[src/rtl/assert_macros.svh]
// assert_macros.svh: concurrent assertion macros for the sorted key table
// expects i_clk and i_rst_n in the scope of each use
`ifndef ASSERT_MACROS_SVH
`define ASSERT_MACROS_SVH

// condition holds at every clock edge outside reset
`define SKT_ASSERT_ALWAYS(label, cond) \
    label: assert property (@(posedge i_clk) disable iff (!i_rst_n) (cond)) \
        else $error("skt assertion failed: invariant");

// consequent holds in the cycle after the antecedent
`define SKT_ASSERT_NEXT(label, ante, cons) \
    label: assert property (@(posedge i_clk) disable iff (!i_rst_n) (ante) |=> (cons)) \
        else $error("skt assertion failed: next-cycle check");

`endif

[src/rtl/skt_pkg.sv]
// skt_pkg: types, codes and default sizes for the sorted key table
// no dependencies
package skt_pkg;

    // default sizes
    localparam int CAPACITY_DEF    = 16;
    localparam int KEY_BITS_DEF    = 16;
    localparam int HANDLE_BITS_DEF = 16;

    // fixed item field widths
    localparam int KEY_W    = 16;
    localparam int HANDLE_W = 16;
    localparam int COUNT_W  = 5;

    // operation codes
    typedef enum logic [1:0] {
        FUNC_INSERT = 2'd0,
        FUNC_LOOKUP = 2'd1,
        FUNC_REMOVE = 2'd2,
        FUNC_CLEAR  = 2'd3
    } t_func;

    // result status codes
    typedef enum logic [1:0] {
        ST_OK      = 2'd0,
        ST_FULL    = 2'd1,
        ST_MISSING = 2'd2
    } t_status;

    typedef struct packed {
        t_func               func;
        logic [KEY_W-1:0]    key;
        logic [HANDLE_W-1:0] handle;
    } t_in_item;

    typedef struct packed {
        t_status             status;
        logic                found;
        logic [HANDLE_W-1:0] handle_out;
        logic [COUNT_W-1:0]  count;
    } t_out_item;

    // broadcast shift commands to every cell
    typedef struct packed {
        logic ins_en;
        logic rem_en;
    } t_cell_ctl;

    // per-cell compare results, also handed to the right neighbor
    typedef struct packed {
        logic le;
        logic lt;
        logic match;
        logic first;
    } t_cell_flags;

endpackage

[src/rtl/skt_cell.sv]
// skt_cell: one table position holding a key and handle
// compares against the broadcast key and shifts with its neighbors; uses skt_pkg
module skt_cell
    import skt_pkg::*;
#(
    parameter int KEY_BITS    = KEY_BITS_DEF,
    parameter int HANDLE_BITS = HANDLE_BITS_DEF
) (
    input  logic                   i_clk,
    input  t_cell_ctl              i_ctl,
    input  logic                   i_occ,
    input  logic [KEY_BITS-1:0]    i_key_in,
    input  logic [HANDLE_BITS-1:0] i_handle_in,
    input  logic [KEY_BITS-1:0]    i_left_key,
    input  logic [HANDLE_BITS-1:0] i_left_handle,
    input  t_cell_flags            i_left_flags,
    input  logic [KEY_BITS-1:0]    i_right_key,
    input  logic [HANDLE_BITS-1:0] i_right_handle,
    output logic [KEY_BITS-1:0]    o_key,
    output logic [HANDLE_BITS-1:0] o_handle,
    output t_cell_flags            o_flags,
    output logic [HANDLE_BITS-1:0] o_hsel
);

    logic [KEY_BITS-1:0]    r_key;
    logic [HANDLE_BITS-1:0] r_handle;
    logic [KEY_BITS-1:0]    n_key;
    logic [HANDLE_BITS-1:0] n_handle;

    // local compares against the broadcast key
    always_comb begin
        o_flags.le    = i_occ && (r_key <= i_key_in);
        o_flags.lt    = i_occ && (r_key <  i_key_in);
        o_flags.match = i_occ && (r_key == i_key_in);
        o_flags.first = o_flags.match && !i_left_flags.match;
    end

    assign o_hsel   = o_flags.first ? r_handle : '0;
    assign o_key    = r_key;
    assign o_handle = r_handle;

    // insert opens a gap after the last key not above the new one;
    // remove closes the gap at the first match
    always_comb begin
        n_key    = r_key;
        n_handle = r_handle;
        if (i_ctl.ins_en && !o_flags.le) begin
            if (i_left_flags.le) begin
                n_key    = i_key_in;
                n_handle = i_handle_in;
            end else begin
                n_key    = i_left_key;
                n_handle = i_left_handle;
            end
        end else if (i_ctl.rem_en && !o_flags.lt) begin
            n_key    = i_right_key;
            n_handle = i_right_handle;
        end
    end

    always_ff @(posedge i_clk) begin
        r_key    <= n_key;
        r_handle <= n_handle;
    end

endmodule

[src/rtl/sorted_key_table.sv]
// sorted_key_table: an accepted item's result is valid the next cycle
// throughput one item per cycle while the result is not held by i_out_stall; the result comes from the
// key compare in every cell and the reduction of their match flags that decides found, status and count
// the output register takes a new item while the previous result is being taken
// reset (synchronous, active low) empties the table and drops the pending result;
// entry contents stay unwritten, no clearing pass
`include "assert_macros.svh"

module sorted_key_table
    import skt_pkg::*;
#(
    parameter int CAPACITY    = CAPACITY_DEF,
    parameter int KEY_BITS    = KEY_BITS_DEF,
    parameter int HANDLE_BITS = HANDLE_BITS_DEF
) (
    input  logic      i_clk,
    input  logic      i_rst_n,
    input  logic      i_in_valid,
    output logic      o_in_stall,
    input  t_in_item  i_in_item,
    output logic      o_out_valid,
    input  logic      i_out_stall,
    output t_out_item o_out_item
);

    localparam int CW = $clog2(CAPACITY + 1);

    logic [CW-1:0]          r_count;
    logic [CW-1:0]          n_count;
    logic                   r_out_valid;
    logic                   n_out_valid;
    t_out_item              r_out;
    t_out_item              n_out;

    logic                   w_in_acc;
    logic                   w_out_acc;
    logic                   w_full;
    logic                   w_found;
    logic [KEY_BITS-1:0]    w_key_in;
    logic [HANDLE_BITS-1:0] w_handle_in;
    logic [HANDLE_BITS-1:0] w_hsel_or;
    t_cell_ctl              w_ctl;

    logic [CAPACITY-1:0]    w_occ;
    logic [CAPACITY-1:0]    w_match;
    logic [CAPACITY-1:0]    w_first;
    logic [KEY_BITS-1:0]    w_key    [CAPACITY];
    logic [HANDLE_BITS-1:0] w_handle [CAPACITY];
    logic [HANDLE_BITS-1:0] w_hsel   [CAPACITY];
    t_cell_flags            w_flags  [CAPACITY];

    // handshake
    assign o_in_stall  = r_out_valid && i_out_stall;
    assign w_in_acc    = i_in_valid && !o_in_stall;
    assign w_out_acc   = r_out_valid && !i_out_stall;
    assign o_out_valid = r_out_valid;
    assign o_out_item  = r_out;

    assign w_key_in    = KEY_BITS'(i_in_item.key);
    assign w_handle_in = HANDLE_BITS'(i_in_item.handle);
    assign w_full      = (r_count == CW'(CAPACITY));

    // row of cells
    genvar g;
    generate
        for (g = 0; g < CAPACITY; g++) begin : g_cell
            logic [KEY_BITS-1:0]    l_left_key;
            logic [HANDLE_BITS-1:0] l_left_handle;
            t_cell_flags            l_left_flags;
            logic [KEY_BITS-1:0]    l_right_key;
            logic [HANDLE_BITS-1:0] l_right_handle;

            assign w_occ[g]   = (r_count > CW'(g));
            assign w_match[g] = w_flags[g].match;
            assign w_first[g] = w_flags[g].first;

            if (g == 0) begin : g_head
                assign l_left_key    = '0;
                assign l_left_handle = '0;
                assign l_left_flags  = '{le: 1'b1, lt: 1'b1, match: 1'b0, first: 1'b0};
            end else begin : g_mid
                assign l_left_key    = w_key[g-1];
                assign l_left_handle = w_handle[g-1];
                assign l_left_flags  = w_flags[g-1];
            end

            if (g == CAPACITY - 1) begin : g_tail
                assign l_right_key    = w_key[g];
                assign l_right_handle = w_handle[g];
            end else begin : g_body
                assign l_right_key    = w_key[g+1];
                assign l_right_handle = w_handle[g+1];
            end

            skt_cell #(
                .KEY_BITS    (KEY_BITS),
                .HANDLE_BITS (HANDLE_BITS)
            ) u_cell (
                .i_clk          (i_clk),
                .i_ctl          (w_ctl),
                .i_occ          (w_occ[g]),
                .i_key_in       (w_key_in),
                .i_handle_in    (w_handle_in),
                .i_left_key     (l_left_key),
                .i_left_handle  (l_left_handle),
                .i_left_flags   (l_left_flags),
                .i_right_key    (l_right_key),
                .i_right_handle (l_right_handle),
                .o_key          (w_key[g]),
                .o_handle       (w_handle[g]),
                .o_flags        (w_flags[g]),
                .o_hsel         (w_hsel[g])
            );
        end
    endgenerate

    // at most one cell holds the first match, so an or picks its handle
    always_comb begin
        w_hsel_or = '0;
        for (int i = 0; i < CAPACITY; i++) begin
            w_hsel_or = w_hsel_or | w_hsel[i];
        end
    end

    assign w_found = |w_match;

    // operation decode, count update and result
    always_comb begin
        w_ctl       = '{ins_en: 1'b0, rem_en: 1'b0};
        n_count     = r_count;
        n_out       = r_out;
        n_out_valid = w_out_acc ? 1'b0 : r_out_valid;
        if (w_in_acc) begin
            n_out_valid      = 1'b1;
            n_out.status     = ST_OK;
            n_out.found      = 1'b0;
            n_out.handle_out = '0;
            case (i_in_item.func)
                FUNC_INSERT: begin
                    if (w_full) begin
                        n_out.status = ST_FULL;
                    end else begin
                        w_ctl.ins_en = 1'b1;
                        n_count      = r_count + 1'b1;
                    end
                end
                FUNC_LOOKUP: begin
                    if (w_found) begin
                        n_out.found      = 1'b1;
                        n_out.handle_out = HANDLE_W'(w_hsel_or);
                    end else begin
                        n_out.status = ST_MISSING;
                    end
                end
                FUNC_REMOVE: begin
                    if (w_found) begin
                        n_out.found  = 1'b1;
                        w_ctl.rem_en = 1'b1;
                        n_count      = r_count - 1'b1;
                    end else begin
                        n_out.status = ST_MISSING;
                    end
                end
                FUNC_CLEAR: begin
                    n_count = '0;
                end
                default: begin
                    n_count = r_count;
                end
            endcase
            n_out.count = COUNT_W'(n_count);
        end
    end

    // control registers
    always_ff @(posedge i_clk) begin
        if (!i_rst_n) begin
            r_count     <= '0;
            r_out_valid <= 1'b0;
        end else begin
            r_count     <= n_count;
            r_out_valid <= n_out_valid;
        end
    end

    // result payload
    always_ff @(posedge i_clk) begin
        r_out <= n_out;
    end

    // checks
    `SKT_ASSERT_ALWAYS(a_count_bound, r_count <= CW'(CAPACITY))
    `SKT_ASSERT_ALWAYS(a_first_unique, $onehot0(w_first))
    `SKT_ASSERT_NEXT(a_insert_grows, w_in_acc && i_in_item.func == FUNC_INSERT && !w_full, r_count == $past(r_count) + 1'b1)
    `SKT_ASSERT_NEXT(a_clear_empties, w_in_acc && i_in_item.func == FUNC_CLEAR, r_count == '0 && o_out_valid)

endmodule

[config.mk]
export PLATFORM = sky130hd
export DESIGN_NAME = sorted_key_table
export DESIGN_NICKNAME = d
export VERILOG_FILES = /design/src/rtl/skt_pkg.sv /design/src/rtl/skt_cell.sv /design/src/rtl/sorted_key_table.sv
export VERILOG_INCLUDE_DIRS = /design/src /design/src/rtl
export SDC_FILE = /design/constraint.sdc
export NUM_CORES = 2
export LEC_CHECK = 0
export BUFFER_PORTS_ARGS = -buffer_cell sky130_fd_sc_hd__buf_2
export CAP_MARGIN = 20
export CORE_MARGIN = 2
export CORE_UTILIZATION = 45
export DETAILED_ROUTE_END_ITERATION = 8
export HOLD_SLACK_MARGIN = 0.1
export PLACE_DENSITY_LB_ADDON = 0.2
export SLEW_MARGIN = 10
export SYNTH_ARGS = -nofsm -noshare
export SYNTH_HDL_FRONTEND = slang
export SYNTH_SLANG_ARGS = --single-unit
[constraint.sdc]
create_clock -name i_clk -period 9.5 [get_ports i_clk]
set_input_delay 0.475 -clock i_clk [delete_from_list [all_inputs] [get_ports i_clk]]
set_output_delay 0.475 -clock i_clk [all_outputs]
set_load 0.03 [all_outputs]
==> flow_metrics.env <==
export IMPL_crit_fanout=25
export IMPL_critPathLaunchType="register"
export IMPL_status="finished, final reports clean"
export IMPL_drc_errors=0
export IMPL_synth_seq_cells=542
export IMPL_io_buffers=63
export IMPL_setup_worst_path_start="r_count[1]"
export IMPL_die_y_um=282
export IMPL_endpoint_kind="register"
export IMPL_worstReg2RegStart="r_count[1]"
export IMPL_syn_avg_cell_area_um2=10.6
export IMPL_grt_pass1_vias=26100
export IMPL_period_share=0.509
export IMPL_grt_ovfl_total=0
export IMPL_power_density_nw_per_um2=161
export IMPL_grt_setup_unrepaired="false"
export IMPL_hp_start="i_rst_n"
export IMPL_cts_clk_slew_worst_paths_ns=0.06
export IMPL_wl_mm=111
export IMPL_fmax_mhz=207
export IMPL_track_usage=0.276
export IMPL_core_area_um2=76200
export IMPL_drive_above_1_share=0.120
export IMPL_rows=101
export IMPL_crit_arrival_ns=5.10
export IMPL_synth_edf_count=536
export IMPL_ys_warn_count=0
export IMPL_yosysSeqAreaShare=0.467
export IMPL_die_area_um2=79400
export IMPL_via_count=27100
export IMPL_antenna_found_initial=2
export IMPL_maxCapViolCount=0
export IMPL_r2r_cells=11
export IMPL_start_util=0.456
export IMPL_syn_instance_count=3280
export IMPL_die_x_um=282
export IMPL_maxSlewViolCount=0
export IMPL_grt_first_pass_wirelength_mm=166
export IMPL_reg2reg_to="g_cell[14].u_cell.o_key[2]"
export IMPL_numCtsBuffers=66
export IMPL_gp_congestion=0.935
export IMPL_ant_nets=0
export IMPL_leakagePower_nw=14.9
export IMPL_syn_area_um2=34700
export IMPL_ctsRootBufferMaster="clkbuf_16"
export IMPL_synth_distinct_cells=80
export IMPL_tightest_slew_ns=1.17
export IMPL_synthTopCellsByArea="edfxtp_1, mux2i_1, ha_1"
export IMPL_viasPerCell=6.25
export IMPL_cts_tree="done"
export IMPL_fin_nets=3565
export IMPL_required_ns=9.76
export IMPL_hold_depth=2
export IMPL_wl_per_cell_um=25.6
export IMPL_drt_initial_drc_count=2841
export IMPL_setup_violations=0
export IMPL_finish_utilization=0.503
export IMPL_post_cts_buffers=0
export IMPL_synth_async_reset_ratio=0
export IMPL_fin_tns_setup_ns=0
export IMPL_hpwl_mm=80.7
export IMPL_area_growth_pct=10.3
export IMPL_period_minus_slack_ns=4.84
export IMPL_min_to="o_out_valid"
export IMPL_hold_viol=0
export IMPL_worst_setup_path_type="reg -> reg"
export IMPL_htree_levels=3
export IMPL_fillCellCount=6769
export IMPL_syn_nets=3585
export IMPL_fin_skew_ns=0.0189
export IMPL_max_clock_path_buffers=3
export IMPL_ys_flop_type="edfxtp_1"
export IMPL_io_pins=64
export IMPL_yosys_area_top_type="edfxtp_1"
export IMPL_cts_sinks=542
export IMPL_timing_slew_headroom=0.211
export IMPL_hold_class="in -> reg"
export IMPL_rrSetupSlack_ns=4.66
export IMPL_grt_max_degree=66
export IMPL_synth_top_area_share=0.463
export IMPL_ir_worst_vdd_v=0.000164
export IMPL_first_pass_iters=6
export IMPL_clk_latency_ns=0.62
-- area by class of cell --
cell class / count / area, um^2 / share of cell area
Timing Repair Buffer: 127 / 843 / 0.0220
Sequential cell: 542 / 16200 / 0.423
Inverter: 69 / 259 / 0.00676
Antenna cell: 2 / 5.00 / 0.000131
Clock buffer: 85 / 1750 / 0.0458
Clock inverter: 35 / 337 / 0.00878
Multi-Input combinational cell: 2454 / 17600 / 0.460
Tap cell: 1030 / 1290 / 0.0336
-- synth_stat cells (8+ instances only) --
library cell	n
edfxtp_1	536
mux2i_1	373
a21oi_1	367
nor2_1	323
nand2_1	276
ha_1	267
o21ai_0	245
clkbuf_1	115
mux2_2	111
inv_1	68
buf_2	65
nand4_1	56
a21o_1	42
nand3_1	41
a221oi_1	34
a22oi_1	34
a22o_1	33
nor2b_1	25
a31oi_1	24
and3_1	16
nor3_1	16
buf_4	15
o21ai_1	13
a222oi_1	11
buf_1	11
and4_1	10
o21a_1	10
and2_1	8
buf_6	8
o221ai_1	8
-- routing by layer --
metal | wire length [um] | share of wire | track usage
met5 | 0 | 0 | 0
met4 | 2150 | 0.019 | 0.0631
met3 | 10200 | 0.092 | 0.0535
met2 | 48700 | 0.44 | 0.416
met1 | 49900 | 0.45 | 0.409
-- where the power goes --
part / switching (mW) / internal (mW)
combinational: 0.534 / 0.314
clock: 1.06 / 1.45
sequential: 0.0779 / 2.73
total: 1.67 / 4.49
-- state kept, by name, summed over array words and instances (netlist names) --
signal / cells
g_cell.u_cell.o_key: 256
o_out_item: 24
r_count: 5
o_out_valid: 1
g_cell.u_cell.o_handle: 256
-- stage by stage --
step           instances  setup WS [ns]  cell area, um^2  total power [mW]  hold WS, ns
2_1_floorplan       3280           4.04            34700              3.43        0.522
3_3_place_gp        4218           4.29            36100              3.66        0.541
3_5_place_dp        4218           4.15            36100              3.69        0.547
4_1_cts             4339           4.81            38300              6.19        0.153
5_1_grt             4344           4.45            38300              6.37        0.168
6_report            4344           4.66            38300              6.16        0.184
-- worst max path at each step --
stage	end	slack [ns]	cells past startpoint
floorplan	g_cell[2].u_cell.o_handle[0]	4.04	11
global placement	g_cell[14].u_cell.o_key[5]	4.29	13
detailed placement	g_cell[14].u_cell.o_key[5]	4.15	13
CTS	g_cell[14].u_cell.o_key[2]	4.81	13
global route	g_cell[7].u_cell.o_handle[9]	4.45	10
finish	g_cell[14].u_cell.o_key[2]	4.66	11
-- repair_timing --
action                                  CTS  global route
hold buffers                              1             0
resized for setup                         0             0
endpoints found under the setup margin    0             0
endpoints found under the hold margin     1             0
-- placed cells by master, fill, tap and decap left out, types with 6 or more instances in the layout --
| master | n |
|---|---|
| and3_1 | 16 |
| edfxtp_1 | 536 |
| clkbuf_16 | 67 |
| a221oi_1 | 34 |
| nor2_1 | 319 |
| a21o_1 | 41 |
| nand2_1 | 271 |
| mux2_2 | 111 |
| a22oi_1 | 34 |
| a21oi_4 | 6 |
| a22o_1 | 33 |
| nand2b_1 | 7 |
| a31oi_1 | 23 |
| buf_2 | 63 |
| o21a_1 | 10 |
| ha_1 | 267 |
| buf_4 | 60 |
| o21ai_0 | 244 |
| o21ai_1 | 8 |
| o211ai_1 | 7 |
| o21ai_4 | 9 |
| clkbuf_1 | 17 |
| inv_1 | 68 |
| clkinv_1 | 14 |
| and4_1 | 10 |
| or2_2 | 6 |
| nor3_1 | 16 |
| a222oi_1 | 11 |
| nand4_1 | 56 |
| nand3_1 | 38 |
| clkinv_2 | 11 |
| nor2b_1 | 24 |
| mux2i_1 | 373 |
| a21oi_1 | 360 |
| and2_1 | 6 |
| dfxtp_1 | 6 |
| o221ai_1 | 8 |
-- cell families (layout without fill, tap and decap cells) --
kind of cell | after synthesis | in the layout | synth area share
compound gates | 889 | 889 | 0.153
simple gates | 812 | 812 | 0.104
flops | 542 | 542 | 0.467
mux | 485 | 485 | 0.144
buf+inv | 284 | 316 | 0.0364
fa+ha+maj | 267 | 267 | 0.0962
xor+xnor | 1 | 1 | 0.000252
other cells | 0 | 2 | 0
-- critical path, cell delays in order, from the launching register on --
cell     delay [ns]
dfxtp_1        0.67
inv_1          0.24
ha_1           0.31
o21ai_0        0.62
nand3_1        0.52
nand4_1        0.27
nor4_2         0.11
a21oi_2        0.38
nand2_1        0.10
buf_4          0.29
o21ai_4        0.48
buf_4          0.46
No activity file was read; power rests on OpenSTA's default activity.
